===== config.mk =====
export PLATFORM = sky130hd
export DESIGN_NAME = packet_header_splitter
export DESIGN_NICKNAME = d
export VERILOG_FILES = /design/src/psh_pkg.sv /design/src/psh_front.sv /design/src/psh_queue.sv /design/src/psh_back.sv /design/src/packet_header_splitter.sv
export SDC_FILE = /design/constraint.sdc
export NUM_CORES = 1
export LEC_CHECK = 0
export BUFFER_PORTS_ARGS = -buffer_cell sky130_fd_sc_hd__buf_2
export CAP_MARGIN = 20
export CORE_ASPECT_RATIO = 1.25
export CORE_MARGIN = 4
export CORE_UTILIZATION = 30
export DETAILED_ROUTE_END_ITERATION = 10
export GPL_ROUTABILITY_DRIVEN = 0
export PLACE_DENSITY_LB_ADDON = 0.3
export SYNTH_ARGS = -nofsm -noshare
export SYNTH_HDL_FRONTEND = slang
export SYNTH_SLANG_ARGS = --single-unit
export TNS_END_PERCENT = 50

===== constraint.sdc =====
create_clock -name clock -period 23.7 [get_ports clock]
set_input_delay 3.555 -clock clock [delete_from_list [all_inputs] [get_ports clock]]
set_output_delay 3.555 -clock clock [all_outputs]
set_load 0.1 [all_outputs]

===== src/psh_pkg.sv =====
// ----------------------------------------------------------------------------
// psh_pkg
// Shared types and constants of the packet header splitter.
// ----------------------------------------------------------------------------
package psh_pkg;

   localparam int LEN_W = 16;        // width of offsets, lengths and counts on the ports
   localparam int QUEUE_DEPTH = 2;   // frame summaries between front and back

   localparam logic [15:0] LINK_ETHER    = 16'd1;
   localparam logic [15:0] LINK_LOOPBACK = 16'd772;
   localparam logic [15:0] ETYPE_IPV4    = 16'h0800;
   localparam logic [15:0] ETYPE_ARP     = 16'h0806;
   localparam logic [7:0]  PROTO_TCP     = 8'd6;
   localparam logic [7:0]  PROTO_UDP     = 8'd17;

   localparam logic [15:0] LINK_REC_LEN = 16'd20;
   localparam logic [15:0] ETH_LEN      = 16'd14;
   localparam logic [15:0] IPV4_MIN     = 16'd20;
   localparam logic [15:0] TCP_MIN      = 16'd20;
   localparam logic [15:0] UDP_LEN      = 16'd8;
   localparam logic [15:0] ARP_FIXED    = 16'd8;

   typedef enum logic [2:0] {
      REC_LINK    = 3'd0,
      REC_ETH     = 3'd1,
      REC_ARP     = 3'd2,
      REC_IPV4    = 3'd3,
      REC_TCP     = 3'd4,
      REC_UDP     = 3'd5,
      REC_PAYLOAD = 3'd6
   } rec_kind_type;

   // header fields of one finished frame
   typedef struct packed {
      logic [LEN_W-1:0] size;
      logic             link_eth;
      logic [15:0]      eth_type;
      logic [3:0]       ip_hdr_words;
      logic [15:0]      ip_total_len;
      logic [7:0]       ip_proto;
      logic [3:0]       tcp_hdr_words;
      logic [7:0]       arp_hw_len;
      logic [7:0]       arp_proto_len;
   } frame_sum_type;

endpackage


===== src/psh_front.sv =====
// ----------------------------------------------------------------------------
// psh_front
// Byte intake: counts frame bytes, captures header fields, and pushes one
// frame summary into the queue on the last beat of a frame.
// ----------------------------------------------------------------------------
module psh_front #(
   parameter int LENGTH_BITS = 16
) (
   input  logic                  clock,
   input  logic                  reset,
   input  logic                  req_tvalid,
   output logic                  req_tready,
   input  logic [7:0]            req_tdata,
   input  logic [15:0]           req_tuser,
   input  logic                  req_tlast,
   input  logic                  q_full,
   output logic                  q_push,
   output psh_pkg::frame_sum_type q_data
);

   localparam logic [LENGTH_BITS-1:0] COUNT_MAX = {LENGTH_BITS{1'b1}};

   logic [LENGTH_BITS-1:0] count_ff, count_in, count_next;
   logic        link_eth_ff, link_eth_in;
   logic [15:0] etype_ff, etype_in;
   logic [3:0]  ihl_ff, ihl_in;
   logic [15:0] tlen_ff, tlen_in;
   logic [7:0]  proto_ff, proto_in;
   logic [3:0]  thl_ff, thl_in;
   logic [7:0]  arp_hw_ff, arp_hw_in;
   logic [7:0]  arp_pr_ff, arp_pr_in;

   logic                   accept;
   logic [LENGTH_BITS-1:0] tcp_idx;

   logic        link_eth_cap;
   logic [15:0] etype_cap, tlen_cap;
   logic [3:0]  ihl_cap, thl_cap;
   logic [7:0]  proto_cap, arp_hw_cap, arp_pr_cap;

   assign req_tready = !q_full;
   assign accept     = req_tvalid && req_tready;
   assign count_next = (count_ff == COUNT_MAX) ? count_ff : count_ff + 1'b1;

   // TCP data offset sits 12 bytes into the transport header
   assign tcp_idx = LENGTH_BITS'(26) + LENGTH_BITS'({ihl_ff, 2'b00});

   always_comb begin
      link_eth_cap = link_eth_ff;
      etype_cap    = etype_ff;
      ihl_cap      = ihl_ff;
      tlen_cap     = tlen_ff;
      proto_cap    = proto_ff;
      thl_cap      = thl_ff;
      arp_hw_cap   = arp_hw_ff;
      arp_pr_cap   = arp_pr_ff;
      if (count_ff == '0) begin
         link_eth_cap = (req_tuser == psh_pkg::LINK_ETHER) ||
                        (req_tuser == psh_pkg::LINK_LOOPBACK);
      end
      if (count_ff == LENGTH_BITS'(12)) etype_cap[15:8] = req_tdata;
      if (count_ff == LENGTH_BITS'(13)) etype_cap[7:0]  = req_tdata;
      if (count_ff == LENGTH_BITS'(14)) ihl_cap         = req_tdata[3:0];
      if (count_ff == LENGTH_BITS'(16)) tlen_cap[15:8]  = req_tdata;
      if (count_ff == LENGTH_BITS'(17)) tlen_cap[7:0]   = req_tdata;
      if (count_ff == LENGTH_BITS'(23)) proto_cap       = req_tdata;
      if (count_ff == LENGTH_BITS'(18)) arp_hw_cap      = req_tdata;
      if (count_ff == LENGTH_BITS'(19)) arp_pr_cap      = req_tdata;
      if ((count_ff > LENGTH_BITS'(14)) && (count_ff == tcp_idx)) begin
         thl_cap = req_tdata[7:4];
      end
   end

   always_comb begin
      q_push              = accept && req_tlast;
      q_data.size         = psh_pkg::LEN_W'(count_next);
      q_data.link_eth     = link_eth_cap;
      q_data.eth_type     = etype_cap;
      q_data.ip_hdr_words = ihl_cap;
      q_data.ip_total_len = tlen_cap;
      q_data.ip_proto     = proto_cap;
      q_data.tcp_hdr_words = thl_cap;
      q_data.arp_hw_len   = arp_hw_cap;
      q_data.arp_proto_len = arp_pr_cap;
   end

   always_comb begin
      count_in    = count_ff;
      link_eth_in = link_eth_ff;
      etype_in    = etype_ff;
      ihl_in      = ihl_ff;
      tlen_in     = tlen_ff;
      proto_in    = proto_ff;
      thl_in      = thl_ff;
      arp_hw_in   = arp_hw_ff;
      arp_pr_in   = arp_pr_ff;
      if (accept) begin
         if (req_tlast) begin
            // frame done: start the next one from scratch
            count_in    = '0;
            link_eth_in = 1'b0;
            etype_in    = '0;
            ihl_in      = '0;
            tlen_in     = '0;
            proto_in    = '0;
            thl_in      = '0;
            arp_hw_in   = '0;
            arp_pr_in   = '0;
         end else begin
            count_in    = count_next;
            link_eth_in = link_eth_cap;
            etype_in    = etype_cap;
            ihl_in      = ihl_cap;
            tlen_in     = tlen_cap;
            proto_in    = proto_cap;
            thl_in      = thl_cap;
            arp_hw_in   = arp_hw_cap;
            arp_pr_in   = arp_pr_cap;
         end
      end
   end

   always_ff @(posedge clock) begin
      if (reset) begin
         count_ff    <= '0;
         link_eth_ff <= 1'b0;
         etype_ff    <= '0;
         ihl_ff      <= '0;
         tlen_ff     <= '0;
         proto_ff    <= '0;
         thl_ff      <= '0;
         arp_hw_ff   <= '0;
         arp_pr_ff   <= '0;
      end else begin
         count_ff    <= count_in;
         link_eth_ff <= link_eth_in;
         etype_ff    <= etype_in;
         ihl_ff      <= ihl_in;
         tlen_ff     <= tlen_in;
         proto_ff    <= proto_in;
         thl_ff      <= thl_in;
         arp_hw_ff   <= arp_hw_in;
         arp_pr_ff   <= arp_pr_in;
      end
   end

endmodule


===== src/psh_queue.sv =====
// ----------------------------------------------------------------------------
// psh_queue
// Short FIFO of frame summaries between the intake and the record emitter.
// ----------------------------------------------------------------------------
module psh_queue (
   input  logic                  clock,
   input  logic                  reset,
   input  logic                  push,
   input  psh_pkg::frame_sum_type push_data,
   output logic                  full,
   input  logic                  pop,
   output logic                  head_valid,
   output psh_pkg::frame_sum_type head_data
);

   localparam int DEPTH = psh_pkg::QUEUE_DEPTH;
   localparam int PTR_W = (DEPTH > 1) ? $clog2(DEPTH) : 1;
   localparam int CNT_W = $clog2(DEPTH + 1);
   localparam logic [PTR_W-1:0] PTR_LAST = PTR_W'(DEPTH - 1);
   localparam logic [CNT_W-1:0] CNT_FULL = CNT_W'(DEPTH);

   psh_pkg::frame_sum_type mem_ff [DEPTH];
   logic [PTR_W-1:0] wr_ptr_ff, wr_ptr_in;
   logic [PTR_W-1:0] rd_ptr_ff, rd_ptr_in;
   logic [CNT_W-1:0] count_ff, count_in;
   logic             do_push, do_pop;

   assign full       = (count_ff == CNT_FULL);
   assign head_valid = (count_ff != '0);
   assign head_data  = mem_ff[rd_ptr_ff];
   assign do_push    = push && !full;
   assign do_pop     = pop && head_valid;

   always_comb begin
      wr_ptr_in = wr_ptr_ff;
      rd_ptr_in = rd_ptr_ff;
      count_in  = count_ff;
      if (do_push) wr_ptr_in = (wr_ptr_ff == PTR_LAST) ? '0 : wr_ptr_ff + 1'b1;
      if (do_pop)  rd_ptr_in = (rd_ptr_ff == PTR_LAST) ? '0 : rd_ptr_ff + 1'b1;
      if (do_push && !do_pop) count_in = count_ff + 1'b1;
      if (do_pop && !do_push) count_in = count_ff - 1'b1;
   end

   always_ff @(posedge clock) begin
      if (do_push) mem_ff[wr_ptr_ff] <= push_data;
   end

   always_ff @(posedge clock) begin
      if (reset) begin
         wr_ptr_ff <= '0;
         rd_ptr_ff <= '0;
         count_ff  <= '0;
      end else begin
         wr_ptr_ff <= wr_ptr_in;
         rd_ptr_ff <= rd_ptr_in;
         count_ff  <= count_in;
      end
   end

endmodule


===== src/psh_back.sv =====
// ----------------------------------------------------------------------------
// psh_back
// Record emitter: takes one frame summary, works out its header records and
// sends them one beat at a time through an output register.
// ----------------------------------------------------------------------------
module psh_back #(
   parameter int MAX_RECORDS = 8
) (
   input  logic                  clock,
   input  logic                  reset,
   input  logic                  q_valid,
   input  psh_pkg::frame_sum_type q_data,
   output logic                  q_pop,
   output logic                  rsp_tvalid,
   input  logic                  rsp_tready,
   output logic [31:0]           rsp_tdata,
   output logic [2:0]            rsp_tuser,
   output logic                  rsp_tlast
);

   localparam logic [3:0] MAX_R = 4'(MAX_RECORDS);

   psh_pkg::frame_sum_type cur_ff, cur_in;
   logic       cur_valid_ff, cur_valid_in;
   logic [2:0] idx_ff, idx_in;

   logic                  rsp_valid_ff, rsp_valid_in;
   psh_pkg::rec_kind_type rsp_kind_ff, rsp_kind_in;
   logic [15:0]           rsp_off_ff, rsp_off_in;
   logic [15:0]           rsp_len_ff, rsp_len_in;
   logic                  rsp_last_ff, rsp_last_in;

   logic [15:0] hl, th, al, rem_eth, ip_pay, l4_len, l4_off;
   logic [15:0] pay_off, pay_len;
   logic        eth_ok, ip_ok, tcp_ok, udp_ok, arp_ok;
   logic [2:0]  n_hdr, total;
   logic [3:0]  kept;
   logic        out_free, emit, is_last, fin;

   psh_pkg::rec_kind_type sel_kind;
   logic [15:0]           sel_off, sel_len;

   // parse decisions for the frame in hand
   always_comb begin
      hl      = {10'b0, cur_ff.ip_hdr_words, 2'b00};
      th      = {10'b0, cur_ff.tcp_hdr_words, 2'b00};
      al      = psh_pkg::ARP_FIXED + {7'b0, cur_ff.arp_hw_len, 1'b0}
                + {7'b0, cur_ff.arp_proto_len, 1'b0};
      eth_ok  = cur_ff.link_eth && (cur_ff.size >= psh_pkg::ETH_LEN);
      rem_eth = cur_ff.size - psh_pkg::ETH_LEN;
      ip_ok   = eth_ok && (cur_ff.eth_type == psh_pkg::ETYPE_IPV4)
                && (rem_eth >= psh_pkg::IPV4_MIN) && (rem_eth >= hl)
                && (rem_eth >= cur_ff.ip_total_len) && (cur_ff.ip_total_len >= hl);
      ip_pay  = cur_ff.ip_total_len - hl;
      tcp_ok  = ip_ok && (cur_ff.ip_proto == psh_pkg::PROTO_TCP)
                && (ip_pay >= psh_pkg::TCP_MIN) && (ip_pay >= th);
      udp_ok  = ip_ok && (cur_ff.ip_proto == psh_pkg::PROTO_UDP)
                && (ip_pay >= psh_pkg::UDP_LEN);
      arp_ok  = eth_ok && (cur_ff.eth_type == psh_pkg::ETYPE_ARP)
                && (rem_eth >= psh_pkg::ARP_FIXED) && (rem_eth >= al);
      l4_len  = tcp_ok ? th : (udp_ok ? psh_pkg::UDP_LEN : 16'd0);
      l4_off  = psh_pkg::ETH_LEN + hl;

      if (arp_ok) begin
         pay_off = psh_pkg::ETH_LEN + al;
         pay_len = 16'd0;
      end else if (ip_ok) begin
         pay_off = l4_off + l4_len;
         pay_len = ip_pay - l4_len;
      end else if (eth_ok) begin
         pay_off = psh_pkg::ETH_LEN;
         pay_len = rem_eth;
      end else begin
         pay_off = 16'd0;
         pay_len = cur_ff.size;
      end

      // headers found form a prefix of link, eth, ipv4/arp, tcp/udp
      n_hdr = 3'd1 + {2'b0, eth_ok} + {2'b0, ip_ok || arp_ok} + {2'b0, tcp_ok || udp_ok};
      total = n_hdr + 3'd1;
      kept  = ({1'b0, total} > MAX_R) ? MAX_R : {1'b0, total};
   end

   always_comb begin
      sel_kind = psh_pkg::REC_PAYLOAD;
      sel_off  = pay_off;
      sel_len  = pay_len;
      if (idx_ff < n_hdr) begin
         case (idx_ff)
            3'd0: begin
               sel_kind = psh_pkg::REC_LINK;
               sel_off  = 16'd0;
               sel_len  = psh_pkg::LINK_REC_LEN;
            end
            3'd1: begin
               sel_kind = psh_pkg::REC_ETH;
               sel_off  = 16'd0;
               sel_len  = psh_pkg::ETH_LEN;
            end
            3'd2: begin
               sel_kind = arp_ok ? psh_pkg::REC_ARP : psh_pkg::REC_IPV4;
               sel_off  = psh_pkg::ETH_LEN;
               sel_len  = arp_ok ? al : hl;
            end
            3'd3: begin
               sel_kind = tcp_ok ? psh_pkg::REC_TCP : psh_pkg::REC_UDP;
               sel_off  = l4_off;
               sel_len  = l4_len;
            end
            default: begin
               sel_kind = psh_pkg::REC_PAYLOAD;
               sel_off  = pay_off;
               sel_len  = pay_len;
            end
         endcase
      end
   end

   assign out_free = !rsp_valid_ff || rsp_tready;
   assign emit     = cur_valid_ff && out_free;
   assign is_last  = ({1'b0, idx_ff} == (kept - 4'd1));
   assign fin      = emit && is_last;
   assign q_pop    = q_valid && (!cur_valid_ff || fin);

   always_comb begin
      cur_in       = q_pop ? q_data : cur_ff;
      cur_valid_in = q_pop ? 1'b1 : (fin ? 1'b0 : cur_valid_ff);
      idx_in       = (q_pop || fin) ? 3'd0 : (emit ? idx_ff + 3'd1 : idx_ff);

      rsp_valid_in = emit ? 1'b1 : (rsp_tready ? 1'b0 : rsp_valid_ff);
      rsp_kind_in  = emit ? sel_kind : rsp_kind_ff;
      rsp_off_in   = emit ? sel_off : rsp_off_ff;
      rsp_len_in   = emit ? sel_len : rsp_len_ff;
      rsp_last_in  = emit ? is_last : rsp_last_ff;
   end

   always_ff @(posedge clock) begin
      cur_ff      <= cur_in;
      rsp_kind_ff <= rsp_kind_in;
      rsp_off_ff  <= rsp_off_in;
      rsp_len_ff  <= rsp_len_in;
      rsp_last_ff <= rsp_last_in;
   end

   always_ff @(posedge clock) begin
      if (reset) begin
         cur_valid_ff <= 1'b0;
         idx_ff       <= '0;
         rsp_valid_ff <= 1'b0;
      end else begin
         cur_valid_ff <= cur_valid_in;
         idx_ff       <= idx_in;
         rsp_valid_ff <= rsp_valid_in;
      end
   end

   assign rsp_tvalid = rsp_valid_ff;
   assign rsp_tdata  = {rsp_len_ff, rsp_off_ff};
   assign rsp_tuser  = rsp_kind_ff;
   assign rsp_tlast  = rsp_last_ff;

`ifndef SYNTHESIS
   a_idx_in_range: assert property (@(posedge clock) disable iff (reset)
      cur_valid_ff |-> ({1'b0, idx_ff} < kept))
      else $error("record index past kept count");

   a_idx_idle_zero: assert property (@(posedge clock) disable iff (reset)
      !cur_valid_ff |-> (idx_ff == 3'd0))
      else $error("record index not cleared between frames");

   a_last_is_payload: assert property (@(posedge clock) disable iff (reset)
      (rsp_valid_ff && rsp_last_ff && (MAX_R >= 4'd5)) |->
      (rsp_kind_ff == psh_pkg::REC_PAYLOAD))
      else $error("frame ended on a non-payload record");

   a_fin_frees_or_reloads: assert property (@(posedge clock) disable iff (reset)
      (fin && !q_valid) |=> !cur_valid_ff)
      else $error("frame held after its last record");
`endif

endmodule


===== src/packet_header_splitter.sv =====
// ----------------------------------------------------------------------------
// packet_header_splitter
// Splits each frame, one byte per beat, into link/ethernet/arp/ipv4/tcp/udp
// and payload header records, emitted after the frame's last byte.
// ----------------------------------------------------------------------------
// channel  dir  tdata                          tuser             tlast
// req      in   [7:0] frame_byte               [15:0] link_type  end_of_frame
// rsp      out  [15:0] record_offset,          [2:0] record_type last_record
//               [31:16] record_length
//
// Intake takes one byte per cycle; a frame summary goes to a two-entry queue
// on the last byte. The emitter sends one record per cycle, 2 to 5 per frame
// (capped at MAX_RECORDS), so short frames are limited by the emitter.
// The last byte's summary reaches rsp via queue, frame and output registers.
// Synchronous reset clears counters, queue and output valid.
// req_tready drops only while the queue is full; rsp stalls hold the output
// register and back up into the queue.
// ----------------------------------------------------------------------------
module packet_header_splitter #(
   parameter int MAX_RECORDS = 8,
   parameter int LENGTH_BITS = 16
) (
   input  logic        clock,
   input  logic        reset,
   input  logic        req_tvalid,
   output logic        req_tready,
   input  logic [7:0]  req_tdata,   // frame_byte
   input  logic [15:0] req_tuser,   // link_type
   input  logic        req_tlast,
   output logic        rsp_tvalid,
   input  logic        rsp_tready,
   output logic [31:0] rsp_tdata,   // record_offset, record_length
   output logic [2:0]  rsp_tuser,   // record_type
   output logic        rsp_tlast
);

   logic                   q_full, q_push, q_pop, q_valid;
   psh_pkg::frame_sum_type q_in, q_head;

   psh_front #(
      .LENGTH_BITS(LENGTH_BITS)
   ) u_front (
      .clock      (clock),
      .reset      (reset),
      .req_tvalid (req_tvalid),
      .req_tready (req_tready),
      .req_tdata  (req_tdata),
      .req_tuser  (req_tuser),
      .req_tlast  (req_tlast),
      .q_full     (q_full),
      .q_push     (q_push),
      .q_data     (q_in)
   );

   psh_queue u_queue (
      .clock      (clock),
      .reset      (reset),
      .push       (q_push),
      .push_data  (q_in),
      .full       (q_full),
      .pop        (q_pop),
      .head_valid (q_valid),
      .head_data  (q_head)
   );

   psh_back #(
      .MAX_RECORDS(MAX_RECORDS)
   ) u_back (
      .clock      (clock),
      .reset      (reset),
      .q_valid    (q_valid),
      .q_data     (q_head),
      .q_pop      (q_pop),
      .rsp_tvalid (rsp_tvalid),
      .rsp_tready (rsp_tready),
      .rsp_tdata  (rsp_tdata),
      .rsp_tuser  (rsp_tuser),
      .rsp_tlast  (rsp_tlast)
   );

endmodule

## Word-level counts from Yosys, hierarchy flattened

Memories as Yosys holds them, arrays and structs flattened. A register that Yosys moved wholly into a read port is not among the register bits.
Cells that the tools add are included.

- Flip-flop bits (word level): 126
- Latch bits: 0
- RAM bits: 162
- Memory bits (read-only): 0
- Bits of input ports: 29
- Word-level logic and storage cells: 164
- Memories kept: 1

Memory list:

| name | depth | bits a word | read ports | clocked after memory_dff | wr ports | line | RTL |
|---|---|---|---|---|---|---|---|
| u_queue.mem_ff | 2 | 81 | 1 | 1 | 1 | psh_queue.sv:22 | `psh_pkg::frame_sum_type mem_ff [DEPTH];` |

- Add/sub/neg operators: 20
- Multipliers: 0
- Div/mod/pow operators: 0
- $lt $le $gt $ge: 13
- Eq/ne operators: 21
- Shift operators: 0
- Mux-type cells: 47
- Bitwise logic cells: 0
- Reduce and logical (&&, ||, !) cells: 43

Operators by type and width:

| kind | count |
|---|---|
| 16-bit 2-to-1 mux | 13 |
| 16-bit by 5-bit equality test with 1-bit output (second input constant) | 5 |
| 8-bit 2-to-1 mux | 10 |
| 16-bit one-hot mux with 4 select lines | 1 |
| 16-bit by 4-bit equality test with 1-bit output (second input constant) | 3 |
| 16-bit by 4-bit >= comparator with 1-bit output (second input constant) | 3 |
| 16-bit by 6-bit >= comparator with 1-bit output | 3 |
| 16-bit one-hot mux with 3 select lines | 1 |
| 16-bit by 12-bit equality test with 1-bit output (second input constant) | 2 |
| 16-bit >= comparator | 2 |
| 16-bit by 5-bit >= comparator with 1-bit output (second input constant) | 2 |
| 4-bit 2-to-1 mux | 7 |
| 1-bit logical AND | 24 |
| 16-bit by 1-bit adder with 16-bit output (second input constant) | 1 |
| 16-bit adder | 1 |
| 16-bit by 9-bit adder with 16-bit output | 1 |
| 4-bit by 16-bit adder with 16-bit output (first input constant) | 1 |
| 16-bit by 1-bit equality test with 1-bit output (second input constant) | 1 |
| 16-bit by 10-bit equality test with 1-bit output (second input constant) | 1 |
| 16-bit equality test | 1 |
| 16-bit equality test (second input constant) | 1 |
| 16-bit by 4-bit > comparator with 1-bit output (second input constant) | 1 |
| 16-bit logical NOT | 1 |
| 16-bit subtractor | 1 |
| 28 further kinds | 57 |

## Longest topological paths before layout

- Depth in word-level cells: 25
- Depth in mapped cells: 31
- Mapped depth without buffers: 28

## Hierarchy

From an unflattened synthesis, not the netlist that was laid out.

- Cell total of the unflattened synthesis: 1695
- Area, all modules: 19022.0 um^2

Modules (own cells, without submodules):

| module | instances | cells an instance | area each (um^2) | sequential area each (um^2) |
|---|---|---|---|---|
| psh_back | 1 | 738 | 7972.6 | 3463.3 |
| psh_queue | 1 | 278 | 6048.3 | 4964.8 |
| psh_front | 1 | 679 | 5001.0 | 1621.6 |

## Worst setup path after synthesis

No wires, ideal clock.

- Path kind: in2reg
- Start point: input port rsp_tready
- End point: register u_back.idx_ff[2]
- Arrival time: 9552 ps
- Data required time: 23519 ps
- Setup slack: 13967 ps
- Cell stages on the path: 7
- Path through: nand2b_1 -> and2_1 -> clkbuf_1 -> nand2_1 -> a21oi_1 -> a211o_1 -> a211oi_1

- Longest elaborated chain between the ends: 7

Ends and longest elaborated chain:

| item | line | RTL |
|---|---|---|
| start, declared | packet_header_splitter.sv:31 | `input logic rsp_tready,` |
| 1-bit logical OR | psh_back.sv:119 | `assign out_free = !rsp_valid_ff \|\| rsp_tready;` |
| 1-bit logical AND | psh_back.sv:120 | `assign emit = cur_valid_ff && out_free;` |
| named net u_back.emit | psh_back.sv:38 | `logic out_free, emit, is_last, fin;` |
| 1-bit logical AND | psh_back.sv:122 | `assign fin = emit && is_last;` |
| 1-bit logical OR | psh_back.sv:123 | `assign q_pop = q_valid && (!cur_valid_ff \|\| fin);` |
| 1-bit logical AND | psh_back.sv:123 |  |
| named net q_pop | packet_header_splitter.sv:37 | `logic q_full, q_push, q_pop, q_valid;` |
| 1-bit logical OR | psh_back.sv:128 | `idx_in = (q_pop \|\| fin) ? 3'd0 : (emit ? idx_ff + 3'd1 : idx_ff);` |
| 2-bit OR reduction (no source line) | -- |  |
| end signal, assigned | psh_back.sv:152 | `idx_ff <= idx_in;` |
| end, declared | psh_back.sv:25 | `logic [2:0] idx_ff, idx_in;` |

The timed path passes the listed nets, and every way through them passes these cells.
A chain may end at the register's enable or synchronous reset.

## Worst setup path in the final report

- Start point: register u_back.cur_ff[0] (netlist name)
- End point: register u_back.cur_ff[70] (netlist name)

- Longest elaborated chain between the ends: 14

Ends and longest elaborated chain:

| item | line | RTL |
|---|---|---|
| 16-bit by 9-bit adder with 16-bit output * | psh_back.sv:48 | `+ {7'b0, cur_ff.arp_proto_len, 1'b0};` |
| 16-bit >= comparator * | psh_back.sv:60 | `&& (rem_eth >= psh_pkg::ARP_FIXED) && (rem_eth >= al);` |
| 1-bit logical AND * | psh_back.sv:60 |  |
| 1-bit logical OR * | psh_back.sv:79 | `n_hdr = 3'd1 + {2'b0, eth_ok} + {2'b0, ip_ok \|\| arp_ok} + {2'b0, tcp_ok \|\| udp_ok};` |
| 3-bit by 1-bit adder with 3-bit output * (2 in a row) | psh_back.sv:79 |  |
| 3-bit by 1-bit adder with 3-bit output * | psh_back.sv:80 | `total = n_hdr + 3'd1;` |
| 3-bit by 4-bit > comparator with 1-bit output | psh_back.sv:81 | `kept = ({1'b0, total} > MAX_R) ? MAX_R : {1'b0, total};` |
| 4-bit 2-to-1 mux * | psh_back.sv:81 |  |
| 4-bit by 1-bit subtractor with 4-bit output * | psh_back.sv:121 | `assign is_last = ({1'b0, idx_ff} == (kept - 4'd1));` |
| 3-bit by 4-bit equality test with 1-bit output * | psh_back.sv:121 |  |
| named net u_back.is_last | psh_back.sv:38 |  |
| 1-bit logical AND * | psh_back.sv:122 |  |
| 1-bit logical OR * | psh_back.sv:123 |  |
| 1-bit logical AND * | psh_back.sv:123 |  |
| named net q_pop | packet_header_splitter.sv:37 |  |

The timed path passes the listed nets; every way through them passes the cells marked *.

==> results by stage <==
Cells and area:
- The final layout net count is approximately 1600.
- The final cell count without fillers is about 2300.
- At the end of the flow the core is filled with cells to 0.3418.
- Of the cells placed in the final design, the portion with a size suffix greater than 1 is 0.1881.
- The repair_antennas step left the layout with diodes totalling 0.
- The final instance area is between 15000 and 20000 um2.
- The sequential cells in the finished layout cover a total of around 10000 um2.
- Compared with the post-synthesis result, the final layout area differs by 12.74%.
- The multi-input logic area is 7176 um2.
- The layout has just under 6000 filler cells.

Yosys:
- The top cell type's share of synthesized area is 0.4642.
- The post-synthesis area per instance is roughly 12 um2.
- Of the total synthesized cell area, the portion taken by full adders, half adders and majority gates is 0.05760.
- The number of flip-flops and latches in the synthesized netlist is between 300 and 400.
- The fraction of synthesized area in multiplexers is 0.09381.
- The cell area after technology mapping is around 18000 um2.
- Of the total synthesized cell area, the portion taken by AND, OR, NAND and NOR gates is 0.1064.
- After synthesis, the cell types taking the most area are sky130_fd_sc_hd__edfxtp_1 46%, sky130_fd_sc_hd__dfxtp_1 10%, sky130_fd_sc_hd__mux2_2 9.2%, sky130_fd_sc_hd__ha_1 5.1%, sky130_fd_sc_hd__a22oi_1 3.3%.
- Of the synthesized area, sequential elements account for 0.5658.
- The predominant post-synthesis flop cell is sky130_fd_sc_hd__edfxtp_1.
- After synthesis, the largest family of logic cells by area is simple AND/OR/NAND/NOR gates.
- The most common cell in the synthesized netlist is sky130_fd_sc_hd__edfxtp_1.
- The cell taking the most area after synthesis is sky130_fd_sc_hd__edfxtp_1.
- Of the total synthesized cell area, the portion taken by XOR and XNOR cells is 0.03854.
- The synthesized netlist contains 77 unique library cells.
- Counting every instance in the synthesized netlist gives between 1000 and 1500.
- The count of flip-flops with a built-in enable after synthesis is 274.
- Counting instances in the post-synthesis netlist gives the leading cell types as 274 x sky130_fd_sc_hd__edfxtp_1, 145 x sky130_fd_sc_hd__mux2_2, 128 x sky130_fd_sc_hd__nor2_1, 90 x sky130_fd_sc_hd__dfxtp_1, 78 x sky130_fd_sc_hd__a22oi_1.
- For this run, the number of Yosys warnings is 0.
- The complex-gate fraction of the synthesized area is 0.1055.
- The proportion of register bits with asynchronous set or reset after synthesis is 0.

Worst setup path:
- The type of origin of the critical path is a flop.
- The type of destination of the critical path is a flop.
- The worst register-to-register path has a depth of 22.
- Setup slack on the worst reg-to-reg path comes out at about 17000 ps.
- The required time of the critical path is 23850 ps.
- The critical path in this run is classified as reg -> reg.
- The worst register-to-register path begins at u_back.cur_ff[0].
- Data on the critical path arrives at its endpoint at ~7200 ps.
- The critical path startpoint is u_back.cur_ff[0].
- Along the worst path, the maximum fanout reaches 63.
- The endpoint identified for the worst register-to-register timing path is u_back.cur_ff[70].

Min path:
- In this run the most critical hold path is launched from u_front.arp_pr_ff[7].
- The worst hold path passes through 2 cells.
- The destination of the worst hold path is u_front.arp_pr_ff[7].
- The worst hold path belongs to the class reg -> reg.

Die:
- For this design the top-level I/O count stands at 67.
- The die is between 200 and 250 um wide.
- The die height is about 280 um.
- The initial utilization of the core area, before any placement, comes to 0.3032.
- The die area is 63060 um2.
- The area of the core is about 58000 um2.
- The number of placement rows is 99.

Clock tree:
- The number of setup buffers added after CTS is 0.
- The post-cts hold buffer count is 0.
- The depth of the CTS H-tree is 2.
- The buffer cell driving the clock tree root is sky130_fd_sc_hd__clkbuf_16.
- The clock drives about 360 sinks.
- At the later pin of the worst-skew pair, clock insertion delay measures between 500 and 600 ps.
- The number of gates resized after CTS was 0.
- Clock-pin slew was measured on the worst setup and hold paths at about 60 ps.
- TritonCTS created 38 clock buffers.
- In this run the deepest clock path goes through 3 buffers.
- The clock tree from TritonCTS is built.

Job:
- The count of maximum capacitance violations is 0.

Power and ir drop:
- The relative contribution of sequential cells to total power is 0.351.
- The internal portion of the total power is about 0.0015 W.
- The leakage dissipation is 7.223 nW.
- The portion of total power attributed to combinational logic is 0.440.
- For this design the ratio of total power to cell area is around 130 nW/um2.
- The portion of total power attributed to the clock network is 0.209.
- The net switching component of the power is around 0.0011 W.
- Of the total power, the share spent switching nets is 0.4265.
- The worst-case IR drop observed on VDD is between 0.08 and 0.09 mV.

Drt:
- For this block, the routed nets add up to about 47000 um of wire.
- The vias after detailed routing is roughly 12000.
- Using the TritonRoute via totals, the vias-per-cell ratio works out to just over 5.
- In the final routed layout, each cell accounts on average for 20.19 um.
- The detailed router finished its first iteration with 757 violations.
- The first-pass detailed-route iteration total is 5.
- The antenna violation net count after detailed routing is 0.
- The number of remaining DRC errors is 0.

Timing:
- Setup violations remaining at the end of the flow were counted as 0.
- Setup repair after global routing left no endpoint under its margin.
- Derived from the worst setup path, the maximum achievable clock frequency is 0.1427 GHz.
- The worst pin sits at a relative slew slack of 0.2597.
- The final count of pins violating max slew came to 0.
- The worst hold margin is 502.0 ps.
- The clock period minus final worst setup slack is 7007 ps.
- The number of hold violations in the final report is 0.
- The post-route clock skew is a little under 20 ps.
- The actual slew at the worst max-slew pin is about 1100 ps.
- The total negative slack is 0 ps.
- The part of the cycle the worst path needs is 0.2957.

Placement:
- The post-place instance area is approximately 19000 um2.
- Counting tap cells, the placed design contains a total of approximately 2200 instances.
- The wire-length estimate of the detail-placed layout is around 33000 um.
- In this run the tool buffered the top-level ports with slightly above 60 buffer cells.

Run status:
- The run finished with clean final reports.

GRT:
- The number of global-route vias before repair is around 12000.
- The first global-routing pass estimated 71270 um of wire.
- The maximum number of pins on one net before global-route repair is 76.
- The number of antenna violations at the first check in global routing is 0.
- For this run, the total global-route usage over all layers was measured as 0.1443.
- For this run the aggregate overflow at the end of global routing stands at 0.
## layout make-up
cell class	count	share of cell area
Multi-Input combinational cell	968	0.3591
Tap cell	757	0.04740
Clock inverter	22	0.008014
Timing Repair Buffer	74	0.02016
Clock buffer	48	0.04996
Sequential cell	364	0.5021
Inverter	71	0.01334
## per-stage QoR
stage	worst slack, ps	total power (W)
2_1_floorplan	13970	0.001820
3_3_place_gp	17000	0.002129
3_5_place_dp	16690	0.002140
4_1_cts	16660	0.002713
5_1_grt	16270	0.002856
6_report	16690	0.002693
## flip-flops by register name (all words and copies together) (netlist names)
name and cells:
u_back.rsp_off_ff 11, u_front.ihl_ff 4, u_front.tlen_ff 16, u_queue.wr_ptr_ff 1, u_back.idx_ff 3, u_back.cur_ff 81
u_queue.count_ff 2, u_back.rsp_tvalid 1, u_back.rsp_tlast 1, u_queue.mem_ff 162, u_front.arp_pr_ff 8, u_front.link_eth_ff 1
u_queue.rd_ptr_ff 1, u_front.etype_ff 16, u_back.rsp_tuser 3, u_front.arp_hw_ff 8, u_front.proto_ff 8, u_front.count_ff 16
u_back.rsp_len_ff 16, u_back.cur_valid_ff 1, u_front.thl_ff 4
## cells in the final DEF (no fill, tap or decap), types with 14 or more instances in the layout
cell type                   netlist  routed
sky130_fd_sc_hd__edfxtp_1       274     274
sky130_fd_sc_hd__mux2_2         145     145
sky130_fd_sc_hd__nor2_1         128     127
sky130_fd_sc_hd__dfxtp_1         90      89
sky130_fd_sc_hd__a22oi_1         78      78
sky130_fd_sc_hd__ha_1            72      72
sky130_fd_sc_hd__inv_1           70      70
sky130_fd_sc_hd__nand2_1         70      70
sky130_fd_sc_hd__buf_2            5      61
sky130_fd_sc_hd__a21oi_1         61      60
sky130_fd_sc_hd__xnor2_1         55      55
sky130_fd_sc_hd__clkbuf_16        0      38
sky130_fd_sc_hd__o21ai_0         37      37
sky130_fd_sc_hd__nand3_1         30      30
sky130_fd_sc_hd__nor3_1          27      27
sky130_fd_sc_hd__xor2_1          23      23
sky130_fd_sc_hd__nor2b_1         22      22
sky130_fd_sc_hd__and3_1          17      16
sky130_fd_sc_hd__nor4_1          14      14
## power groups by stage
stage / Sequential [W] / Combinational [W] / Clock (W)
after detailed placement: 0.000959 / 0.00118 / 0
after CTS: 0.000946 / 0.00119 / 0.000580
after floorplan: 0.00109 / 0.000730 / 0
after global routing: 0.000959 / 0.00129 / 0.000604
final: 0.000946 / 0.00119 / 0.000562
after global placement: 0.000957 / 0.00117 / 0
## cell families (layout without fill, tap and decap cells)
kind of cell | count (synthesis) | count (layout)
simple gates | 380 | 380
xor+xnor | 78 | 78
other cells | 1 | 6
compound gates | 278 | 278
flops | 364 | 364
fa+ha+maj | 78 | 78
mux | 148 | 148
buf+inv | 141 | 215
## routing by layer
metal | share of wire | track usage
met2 | 0.50 | 0.2552
met5 | 0 | 0
met3 | 0.044 | 0.02180
met4 | 0.038 | 0.05813
met1 | 0.41 | 0.1760
## critical path, stage by stage (launching register included)
cell,delay (ps)
sky130_fd_sc_hd__edfxtp_1,380
sky130_fd_sc_hd__ha_1,240
sky130_fd_sc_hd__fa_1,410
sky130_fd_sc_hd__a21o_1,190
sky130_fd_sc_hd__a21oi_1,210
sky130_fd_sc_hd__nor2b_1,70
sky130_fd_sc_hd__o21ai_0,250
sky130_fd_sc_hd__a21oi_1,120
sky130_fd_sc_hd__xnor2_1,480
sky130_fd_sc_hd__ha_1,340
sky130_fd_sc_hd__nand2_1,90
sky130_fd_sc_hd__nor2_1,60
sky130_fd_sc_hd__a211oi_1,250
sky130_fd_sc_hd__a32oi_1,160
sky130_fd_sc_hd__o31ai_2,220
sky130_fd_sc_hd__buf_4,300
sky130_fd_sc_hd__nor2b_1,280
sky130_fd_sc_hd__fa_1,480
sky130_fd_sc_hd__ha_1,280
sky130_fd_sc_hd__and3_1,230
sky130_fd_sc_hd__nand2_1,150
sky130_fd_sc_hd__a21oi_4,610
sky130_fd_sc_hd__buf_4,770
## how the worst max path moves through the flow
| stage | depth (start not counted) | slack (ps) | endpoint |
|---|---|---|---|
| 6_report | 22 | 16690 | u_back.cur_ff[70] |
| 2_1_floorplan | 7 | 13970 | u_back.idx_ff[2] |
| 3_5_place_dp | 22 | 16690 | u_back.cur_ff[25] |
| 5_1_grt | 24 | 16270 | u_back.cur_ff[70] |
| 3_3_place_gp | 22 | 17000 | u_back.cur_ff[70] |
| 4_1_cts | 22 | 16660 | u_back.cur_ff[70] |
Note: power is estimated with default switching activity, not from simulation.
